===== config.mk =====
export PLATFORM = sky130hd
export DESIGN_NAME = battery_cell_protection_monitor
export DESIGN_NICKNAME = d
export VERILOG_FILES = /design/src/rtl/bcpm_pkg.sv /design/src/rtl/bcpm_cfg.sv /design/src/rtl/bcpm_core.sv /design/src/rtl/battery_cell_protection_monitor.sv
export SDC_FILE = /design/constraint.sdc
export NUM_CORES = 1
export LEC_CHECK = 0
export BUFFER_PORTS_ARGS = -buffer_cell sky130_fd_sc_hd__buf_2
export CORE_ASPECT_RATIO = 0.8
export CORE_MARGIN = 4
export CORE_UTILIZATION = 53
export CTS_CLUSTER_SIZE = 25
export DETAILED_ROUTE_END_ITERATION = 8
export PLACE_DENSITY = 0.81
export SLEW_MARGIN = 20
export SYNTH_ARGS = -nofsm -noshare
export SYNTH_HDL_FRONTEND = slang
export SYNTH_SLANG_ARGS = --single-unit

===== constraint.sdc =====
create_clock -name clk -period 3.5 [get_ports clk]
set_clock_uncertainty 0.05 [all_clocks]
set_input_delay 0.7 -clock clk [delete_from_list [all_inputs] [get_ports clk]]
set_output_delay 0.7 -clock clk [all_outputs]
set_load 0.005 [all_outputs]

===== src/rtl/bcpm_pkg.sv =====
`timescale 1ns / 1ps
// ----------------------------------------------------------------------------
// Battery cell protection monitor package
// Shared widths, request codes, register indexes, reset values and the
// record types passed between the monitor's modules.
// ----------------------------------------------------------------------------
package bcpm_pkg;

  // Number of monitored cells and the widths that follow from it
  localparam int NUM_CELLS = 5;
  localparam int CELL_IDX_W = 3;
  localparam int CNT_W = $clog2(NUM_CELLS + 1);

  localparam int MV_W = 16;
  localparam int TEMP_W = 16;
  localparam int ERR_W = 8;
  localparam int OP_W = 2;
  localparam int CFG_IDX_W = 3;
  localparam int CFG_DATA_W = 16;

  localparam logic [ERR_W-1:0] ERR_MAX = '1;

  // Request codes
  localparam logic [OP_W-1:0] OP_CELL  = 2'd0;
  localparam logic [OP_W-1:0] OP_CLOSE = 2'd1;
  localparam logic [OP_W-1:0] OP_FAIL  = 2'd2;

  // Configuration register indexes
  localparam logic [CFG_IDX_W-1:0] REG_OV_TRIP    = 3'd0;
  localparam logic [CFG_IDX_W-1:0] REG_OV_RECOVER = 3'd1;
  localparam logic [CFG_IDX_W-1:0] REG_UV_TRIP    = 3'd2;
  localparam logic [CFG_IDX_W-1:0] REG_UV_RECOVER = 3'd3;
  localparam logic [CFG_IDX_W-1:0] REG_OT_TRIP    = 3'd4;
  localparam logic [CFG_IDX_W-1:0] REG_OT_RECOVER = 3'd5;

  // Reset values of the thresholds
  localparam logic [MV_W-1:0] OV_TRIP_RST    = 16'd4200;
  localparam logic [MV_W-1:0] OV_RECOVER_RST = 16'd4100;
  localparam logic [MV_W-1:0] UV_TRIP_RST    = 16'd3000;
  localparam logic [MV_W-1:0] UV_RECOVER_RST = 16'd3100;
  localparam logic signed [TEMP_W-1:0] OT_TRIP_RST    = 16'sd600;
  localparam logic signed [TEMP_W-1:0] OT_RECOVER_RST = 16'sd500;

  typedef struct packed {
    logic [MV_W-1:0]          ov_trip;
    logic [MV_W-1:0]          ov_recover;
    logic [MV_W-1:0]          uv_trip;
    logic [MV_W-1:0]          uv_recover;
    logic signed [TEMP_W-1:0] ot_trip;
    logic signed [TEMP_W-1:0] ot_recover;
  } cfg_t;

  typedef struct packed {
    logic [OP_W-1:0]          opcode;
    logic [CELL_IDX_W-1:0]    cell_index;
    logic [MV_W-1:0]          cell_mv;
    logic signed [TEMP_W-1:0] temperature;
  } item_t;

  typedef struct packed {
    logic                     frame_ok;
    logic                     ov_fault;
    logic                     uv_fault;
    logic                     ot_fault;
    logic                     charge_enable;
    logic                     discharge_enable;
    logic [NUM_CELLS-1:0]     ov_cell_map;
    logic [NUM_CELLS-1:0]     uv_cell_map;
    logic [CNT_W-1:0]         ov_count;
    logic [CNT_W-1:0]         uv_count;
    logic signed [TEMP_W-1:0] latched_hot_temp;
    logic [ERR_W-1:0]         error_count;
  } result_t;

  // Count the set bits of a cell map
  function automatic logic [CNT_W-1:0] count_ones(input logic [NUM_CELLS-1:0] map);
    logic [CNT_W-1:0] n;
    n = '0;
    for (int i = 0; i < NUM_CELLS; i++) begin
      n = n + CNT_W'(map[i]);
    end
    return n;
  endfunction

endpackage


===== src/rtl/bcpm_cfg.sv =====
`timescale 1ns / 1ps
// ----------------------------------------------------------------------------
// Threshold register file
// Holds the six trip and recovery thresholds, written one at a time
// through the configuration channel.
// ----------------------------------------------------------------------------
module bcpm_cfg (
  input  logic                             clk,
  input  logic                             rst,
  input  logic                             wr_en,
  input  logic [bcpm_pkg::CFG_IDX_W-1:0]   wr_index,
  input  logic [bcpm_pkg::CFG_DATA_W-1:0]  wr_data,
  output bcpm_pkg::cfg_t                   cfg
);

  bcpm_pkg::cfg_t regs;
  bcpm_pkg::cfg_t regs_next;

  // Decode the write onto its register
  always_comb begin
    regs_next = regs;
    if (wr_en) begin
      unique case (wr_index)
        bcpm_pkg::REG_OV_TRIP:    regs_next.ov_trip    = wr_data;
        bcpm_pkg::REG_OV_RECOVER: regs_next.ov_recover = wr_data;
        bcpm_pkg::REG_UV_TRIP:    regs_next.uv_trip    = wr_data;
        bcpm_pkg::REG_UV_RECOVER: regs_next.uv_recover = wr_data;
        bcpm_pkg::REG_OT_TRIP:    regs_next.ot_trip    = $signed(wr_data);
        bcpm_pkg::REG_OT_RECOVER: regs_next.ot_recover = $signed(wr_data);
        default: ;
      endcase
    end
  end

  // Hold the thresholds
  always_ff @(posedge clk) begin
    if (rst) begin
      regs.ov_trip    <= bcpm_pkg::OV_TRIP_RST;
      regs.ov_recover <= bcpm_pkg::OV_RECOVER_RST;
      regs.uv_trip    <= bcpm_pkg::UV_TRIP_RST;
      regs.uv_recover <= bcpm_pkg::UV_RECOVER_RST;
      regs.ot_trip    <= bcpm_pkg::OT_TRIP_RST;
      regs.ot_recover <= bcpm_pkg::OT_RECOVER_RST;
    end else begin
      regs <= regs_next;
    end
  end

  assign cfg = regs;

endmodule


===== src/rtl/bcpm_core.sv =====
`timescale 1ns / 1ps
// ----------------------------------------------------------------------------
// Fault evaluation core
// Applies one request to the protection state: cell compares with
// hysteresis, frame commit, read-failure count, and builds the report.
// ----------------------------------------------------------------------------
module bcpm_core (
  input  logic             clk,
  input  logic             rst,
  input  logic             go,
  input  bcpm_pkg::item_t  item,
  input  bcpm_pkg::cfg_t   cfg,
  output bcpm_pkg::result_t report
);

  logic                               fault_ov, fault_ov_next;
  logic                               fault_uv, fault_uv_next;
  logic                               fault_ot, fault_ot_next;
  logic [bcpm_pkg::NUM_CELLS-1:0]     pending_ov, pending_ov_next;
  logic [bcpm_pkg::NUM_CELLS-1:0]     pending_uv, pending_uv_next;
  logic [bcpm_pkg::NUM_CELLS-1:0]     held_ov, held_ov_next;
  logic [bcpm_pkg::NUM_CELLS-1:0]     held_uv, held_uv_next;
  logic signed [bcpm_pkg::TEMP_W-1:0] hot_latch, hot_latch_next;
  logic [bcpm_pkg::ERR_W-1:0]         fail_cnt, fail_cnt_next;

  logic [bcpm_pkg::MV_W-1:0]          ov_th;
  logic [bcpm_pkg::MV_W-1:0]          uv_th;
  logic signed [bcpm_pkg::TEMP_W-1:0] ot_th;
  logic [bcpm_pkg::NUM_CELLS-1:0]     cell_bit;
  logic                               cell_in_range;
  logic                               ot_hit;

  // Pick recovery or trip level from the committed faults
  assign ov_th = fault_ov ? cfg.ov_recover : cfg.ov_trip;
  assign uv_th = fault_uv ? cfg.uv_recover : cfg.uv_trip;
  assign ot_th = fault_ot ? cfg.ot_recover : cfg.ot_trip;

  assign cell_in_range = (int'(item.cell_index) < bcpm_pkg::NUM_CELLS);
  assign cell_bit      = bcpm_pkg::NUM_CELLS'(1) << item.cell_index;
  assign ot_hit        = ($signed(item.temperature) > ot_th);

  // Work out the state after this request
  always_comb begin
    fault_ov_next   = fault_ov;
    fault_uv_next   = fault_uv;
    fault_ot_next   = fault_ot;
    pending_ov_next = pending_ov;
    pending_uv_next = pending_uv;
    held_ov_next    = held_ov;
    held_uv_next    = held_uv;
    hot_latch_next  = hot_latch;
    fail_cnt_next   = fail_cnt;
    if (go) begin
      case (item.opcode)
        bcpm_pkg::OP_CELL: begin
          if (cell_in_range) begin
            pending_ov_next = (item.cell_mv > ov_th) ? (pending_ov | cell_bit)
                                                     : (pending_ov & ~cell_bit);
            pending_uv_next = (item.cell_mv < uv_th) ? (pending_uv | cell_bit)
                                                     : (pending_uv & ~cell_bit);
          end
        end
        bcpm_pkg::OP_CLOSE: begin
          fault_ov_next   = (pending_ov != '0);
          fault_uv_next   = (pending_uv != '0);
          fault_ot_next   = ot_hit;
          held_ov_next    = pending_ov;
          held_uv_next    = pending_uv;
          pending_ov_next = '0;
          pending_uv_next = '0;
          fail_cnt_next   = '0;
          if (ot_hit) begin
            hot_latch_next = item.temperature;
          end
        end
        bcpm_pkg::OP_FAIL: begin
          pending_ov_next = '0;
          pending_uv_next = '0;
          if (fail_cnt != bcpm_pkg::ERR_MAX) begin
            fail_cnt_next = fail_cnt + 1'b1;
          end
        end
        default: ;
      endcase
    end
  end

  // Advance the protection state
  always_ff @(posedge clk) begin
    if (rst) begin
      fault_ov   <= 1'b0;
      fault_uv   <= 1'b0;
      fault_ot   <= 1'b0;
      pending_ov <= '0;
      pending_uv <= '0;
      held_ov    <= '0;
      held_uv    <= '0;
      hot_latch  <= '0;
      fail_cnt   <= '0;
    end else begin
      fault_ov   <= fault_ov_next;
      fault_uv   <= fault_uv_next;
      fault_ot   <= fault_ot_next;
      pending_ov <= pending_ov_next;
      pending_uv <= pending_uv_next;
      held_ov    <= held_ov_next;
      held_uv    <= held_uv_next;
      hot_latch  <= hot_latch_next;
      fail_cnt   <= fail_cnt_next;
    end
  end

  // Build the report from the updated state
  always_comb begin
    report.frame_ok         = (item.opcode == bcpm_pkg::OP_CLOSE);
    report.ov_fault         = fault_ov_next;
    report.uv_fault         = fault_uv_next;
    report.ot_fault         = fault_ot_next;
    report.charge_enable    = !fault_ot_next && !fault_ov_next;
    report.discharge_enable = !fault_ot_next && !fault_uv_next;
    report.ov_cell_map      = held_ov_next;
    report.uv_cell_map      = held_uv_next;
    report.ov_count         = bcpm_pkg::count_ones(held_ov_next);
    report.uv_count         = bcpm_pkg::count_ones(held_uv_next);
    report.latched_hot_temp = hot_latch_next;
    report.error_count      = fail_cnt_next;
  end

endmodule


===== src/rtl/battery_cell_protection_monitor.sv =====
`timescale 1ns / 1ps
// ----------------------------------------------------------------------------
// Battery cell protection monitor
// Over-voltage, under-voltage and over-temperature protection with
// hysteresis, driven by measurement frames.
// ----------------------------------------------------------------------------
// Every request passes an input register and one evaluation step; the
// report of a frame close or read failure goes to the report register
// when that step runs. One request is taken per cycle as long as reports
// drain. A cell sample leaves the input register in the cycle after it is
// taken; a frame close or read failure stays there, and holds off the
// requests behind it, only while the report register is full and not
// being taken. The thresholds are written through the cfg channel, which
// is always ready, and should be changed only while no request is in
// flight.
module battery_cell_protection_monitor (
  input  logic                              clk,
  input  logic                              rst,
  // request channel
  input  logic                              in_valid,
  output logic                              in_ready,
  input  logic [bcpm_pkg::OP_W-1:0]         opcode,
  input  logic [bcpm_pkg::CELL_IDX_W-1:0]   cell_index,
  input  logic [bcpm_pkg::MV_W-1:0]         cell_mv,
  input  logic signed [bcpm_pkg::TEMP_W-1:0] temperature,
  // report channel
  output logic                              out_valid,
  input  logic                              out_ready,
  output logic                              frame_ok,
  output logic                              ov_fault,
  output logic                              uv_fault,
  output logic                              ot_fault,
  output logic                              charge_enable,
  output logic                              discharge_enable,
  output logic [bcpm_pkg::NUM_CELLS-1:0]    ov_cell_map,
  output logic [bcpm_pkg::NUM_CELLS-1:0]    uv_cell_map,
  output logic [bcpm_pkg::CNT_W-1:0]        ov_count,
  output logic [bcpm_pkg::CNT_W-1:0]        uv_count,
  output logic signed [bcpm_pkg::TEMP_W-1:0] latched_hot_temp,
  output logic [bcpm_pkg::ERR_W-1:0]        error_count,
  // configuration channel
  input  logic                              cfg_valid,
  output logic                              cfg_ready,
  input  logic [bcpm_pkg::CFG_IDX_W-1:0]    cfg_index,
  input  logic [bcpm_pkg::CFG_DATA_W-1:0]   cfg_data
);

  bcpm_pkg::cfg_t    cfg;
  bcpm_pkg::item_t   item;
  bcpm_pkg::result_t report;
  bcpm_pkg::result_t result;

  logic item_valid;
  logic needs_out;
  logic out_free;
  logic go;

  // Threshold registers
  assign cfg_ready = 1'b1;

  bcpm_cfg u_cfg (
    .clk      (clk),
    .rst      (rst),
    .wr_en    (cfg_valid && cfg_ready),
    .wr_index (cfg_index),
    .wr_data  (cfg_data),
    .cfg      (cfg)
  );

  // Stage control: cell samples never need the report register
  assign needs_out = (item.opcode == bcpm_pkg::OP_CLOSE) ||
                     (item.opcode == bcpm_pkg::OP_FAIL);
  assign out_free  = !out_valid || out_ready;
  assign go        = item_valid && (!needs_out || out_free);
  assign in_ready  = !item_valid || go;

  // Capture the request
  always_ff @(posedge clk) begin
    if (rst) begin
      item_valid <= 1'b0;
    end else if (in_ready) begin
      item_valid <= in_valid;
    end
  end

  always_ff @(posedge clk) begin
    if (in_valid && in_ready) begin
      item.opcode      <= opcode;
      item.cell_index  <= cell_index;
      item.cell_mv     <= cell_mv;
      item.temperature <= temperature;
    end
  end

  // Evaluate against the protection state
  bcpm_core u_core (
    .clk    (clk),
    .rst    (rst),
    .go     (go),
    .item   (item),
    .cfg    (cfg),
    .report (report)
  );

  // Hold the report until taken
  always_ff @(posedge clk) begin
    if (rst) begin
      out_valid <= 1'b0;
    end else if (go && needs_out) begin
      out_valid <= 1'b1;
    end else if (out_ready) begin
      out_valid <= 1'b0;
    end
  end

  always_ff @(posedge clk) begin
    if (go && needs_out) begin
      result <= report;
    end
  end

  assign frame_ok         = result.frame_ok;
  assign ov_fault         = result.ov_fault;
  assign uv_fault         = result.uv_fault;
  assign ot_fault         = result.ot_fault;
  assign charge_enable    = result.charge_enable;
  assign discharge_enable = result.discharge_enable;
  assign ov_cell_map      = result.ov_cell_map;
  assign uv_cell_map      = result.uv_cell_map;
  assign ov_count         = result.ov_count;
  assign uv_count         = result.uv_count;
  assign latched_hot_temp = result.latched_hot_temp;
  assign error_count      = result.error_count;

  // A frame close yields a good-frame report with a cleared error count
  a_close_report: assert property (@(posedge clk) disable iff (rst)
    go && (item.opcode == bcpm_pkg::OP_CLOSE) |=>
      out_valid && frame_ok && (error_count == '0))
    else $error("frame close did not produce a good-frame report");

  // A read failure yields a failure report with a nonzero error count
  a_fail_report: assert property (@(posedge clk) disable iff (rst)
    go && (item.opcode == bcpm_pkg::OP_FAIL) |=>
      out_valid && !frame_ok && (error_count != '0))
    else $error("read failure did not produce a failure report");

  // Fault flags agree with the reported cell maps
  a_maps_match: assert property (@(posedge clk) disable iff (rst)
    out_valid |-> (ov_fault == (ov_cell_map != '0)) && (uv_fault == (uv_cell_map != '0)))
    else $error("fault flag disagrees with cell map");

  // Enables are off whenever over-temperature is reported
  a_ot_enables: assert property (@(posedge clk) disable iff (rst)
    out_valid && ot_fault |-> !charge_enable && !discharge_enable)
    else $error("switch enabled during over-temperature");

endmodule

==> impl_results.md <==
- Status: finished, final reports clean
- Compound-gate portion of the synthesized area: 8.45%
- Vias in the first global route: 7099
- Synth async-reset ratio: 0%
- Syn Area/Cell: 10.4 µm²
- Clock Latency Late Sink: 0.51 ns
- Antenna viol nets, final: 0
- Io pins: 110
- # DRC: 0
- Post-synth top area cell: dfxtp_1
- CP top delay family: multiplexers
- Leak: 4.59 nW
- FF+latch count, synth: 228
- Mux contribution to synthesized area: 9.40%
- Rows: 44
- Setup Total Neg Slack: 0 ns
- Crit-path max cell delay: 0.51 ns
- Ant. Diodes: 0
- Area of the multi-input gates: 4380 µm²
- Post-synth EDFFs: 83
- Routed vias/inst: 5.51
- Antenna violations before repair: 0
- Worst-Margin Slew: 0.847 ns
- CTS root buffer: clkbuf_16
- DIE WIDTH: 162 µm
- Synth Instances: 962
- Worst-path clk slew: 0.06 ns
- Max-slew headroom: 43.3%
- Clock Path Buffers: 3
- Min-delay worst type: primary input to register
- Largest family of logic cells by synthesized area: simple AND/OR/NAND/NOR gates
- Fin crit share: 94.8%
- Final HPWL DP: 15400 µm
- Yosys top cell area share: 28.9%
- Register area share after synthesis: 53.8%
- Worst Path Arrival: 3.52 ns
- Synth warn: 0
- Total track usage: 20.7%
- Synth Area in Adders: 7.66%
- Overflow after GRT: 0
- Pin count of the biggest net entering global routing: 127
- Die height: 131 µm
- Layout net count: 1190
- Register area: 5400 µm²
- IO Port Bufs: 108
- Power Dens Cells: 488 nW/µm²
- Ratio of cells with drive above 1 in the final layout: 18.1%
- Placed instance count: 1299
- Buf/Inv on CP: 2
- CTS tree: done
- RSZ-0062 raised after global routing: no
- Initial drt markers: 521
- Maxcap violations: 0
- Post-layout util: 63.4%
- Cell Area, Synth: 10000 µm²
- Syn nets: 1082
- Drt total wl: 22100 µm
- Peak supply drop: 0.343 mV
- Primary FF master, synth: dfxtp_1
- Synth top area cells: dfxtp_1 29%, edfxtp_1 25%, nand2_1 7.6%, ha_1 6.9%, mux2i_1 6.6%
- CP max FO: 36
- Fin crit period: 3.32 ns
- Filler instances: 1469
- First-pass GRT wire length: 35900 µm
- Synth Area in Simple Gates: 18.0%
- Die area: 21200 µm²
- Wirelength per Cell: 16.5 µm
- Critical path's most frequent cell: mux2_2
- GP Congestion: 0.809
- Max-slew violation count: 0
- CP cell instances: buf_4 -> mux2_2 -> ha_1 -> nor2b_1 -> o211ai_1 -> a2111oi_1 -> nor4_1 -> nor4_4 -> buf_12 -> mux2_2
- Crit path capture type: register
- Post-synthesis cell type count: 53
- Area grow syn2layout: 16.2%
- Initial core utilization: 54.5%
- Synth Area in XOR/XNOR: 0%
- Initial DRT Pass Iterations: 5
- Required time of the critical path: 3.70 ns
- # H-tree levels: 1
- Layout Cells excl Fill: 1339
- Hold slack final: 0.314 ns
- Post-CTS Setup Bufs: 0
- CTS Buf Count: 22
- Sink Count: 228
- Hold Fails Final Rpt: 0
- Core area: 18400 µm²
- CP Launch Type: register
- Vias: 7378
- CP Class: register to register
- Fmax: 301 MHz
- Slowest cell on crit path: a2111oi_1
- Final setup fails: 0
-- report_power, final --
group | internal [mW] | switching, mW
Sequential | 2.83 | 0.0498
Clock | 1.44 | 0.991
Combinational | 0.155 | 0.218
-- cell families after synthesis --
logic type               Yosys count
other                              1
AO/OA/AOI/OAI                    140
adder cells (fa/ha/maj)           59
AND/OR/NAND/NOR                  376
flip-flops                       228
buffers and inverters             67
multiplexers                      91
-- timing repair --
action                     4_1_cts  5_1_grt
hold buffers                     0        0
setup endpoints to repair        0       16
gates resized for setup          0        1
-- sequential cells by signal, summed over array words and instances, names as in the netlist, 5 cells and up --
register / flops
u_core.pending_ov: 5
uv_cell_map: 5
item: 37
u_core.hot_latch: 16
latched_hot_temp: 16
ov_cell_map: 5
u_core.fail_cnt: 8
u_core.held_uv: 5
u_core.held_ov: 5
u_cfg.cfg: 96
u_core.pending_uv: 5
error_count: 8
-- through the flow --
| stage | setup slack, ns | total power [mW] | instance area (µm²) |
|---|---|---|---|
| global placement | 0.171 | 3.29 | 10900 |
| CTS | 0.124 | 5.73 | 11700 |
| global route | 0.0417 | 5.88 | 11700 |
| finish | 0.180 | 5.68 | 11700 |
| floorplan | 0.00488 | 3.15 | 10000 |
| detailed placement | 0.109 | 3.30 | 10900 |
-- cell usage in the layout (no fill, tap or decap), types with 21 or more instances in the layout --
| cell | instances |
|---|---|
| nand2_1 | 203 |
| dfxtp_1 | 145 |
| buf_2 | 107 |
| a21oi_1 | 83 |
| edfxtp_1 | 83 |
| mux2i_1 | 66 |
| ha_1 | 55 |
| nor2_1 | 38 |
| nand2b_1 | 33 |
| nand3b_1 | 29 |
| mux2_2 | 25 |
| clkbuf_16 | 23 |
| buf_4 | 22 |
| nor2b_1 | 21 |
-- layer usage --
layer  vias to the layer above  routed length [µm]  GRT usage [%]
met5                         -                   0              0
met4                         0                 381           4.82
met3                        35                1210           3.57
met2                       214               10200           34.6
met1                      3542               10400           28.6
li1                       3587                   -              -
-- cell usage after synthesis (2+ instances only) --
cell	number
a21o_1	10
or2_2	2
nand3b_1	29
and2_1	4
a221o_1	3
o211ai_1	2
o21ai_0	13
and3_1	5
nor3_1	5
nor2_1	38
clkbuf_1	40
ha_1	55
nand2_1	203
o31a_1	2
a22o_1	10
inv_1	19
fa_1	4
buf_4	3
and4_1	4
mux2i_1	66
nand3_1	13
nand4_1	9
dfxtp_1	145
edfxtp_1	83
a21oi_1	83
buf_1	3
nor4_1	2
a2111oi_0	2
nor2b_1	21
or4_1	2
nor3b_1	3
mux2_2	25
nand2b_1	33
a211oi_1	2
-- worst paths after layout --
kind	start	to	slack [ns]	depth (start not counted)
setup reg to reg	u_core.fault_ot$_SDFF_PP0_	latched_hot_temp[11]$_DFFE_PP_	0.18	10
hold reg to reg	u_cfg.cfg[63]$_SDFFE_PP0P_	u_cfg.cfg[63]$_SDFFE_PP0P_	0.40	2
hold / removal	temperature[0]	item[0]$_DFFE_PP_	0.31	1
setup / recovery	u_core.fault_ot$_SDFF_PP0_	latched_hot_temp[11]$_DFFE_PP_	0.18	10
-- final cells by class --
| cell class | instances | area share, % |
|---|---|---|
| inverter | 20 | 0.644 |
| clock inverter | 13 | 1.21 |
| sequential | 228 | 46.3 |
| multi-input combinational | 667 | 37.6 |
| tap | 253 | 2.72 |
| clock buffer | 27 | 5.15 |
| timing repair buffer | 131 | 6.36 |
No activity file was read; power rests on OpenSTA's default activity.
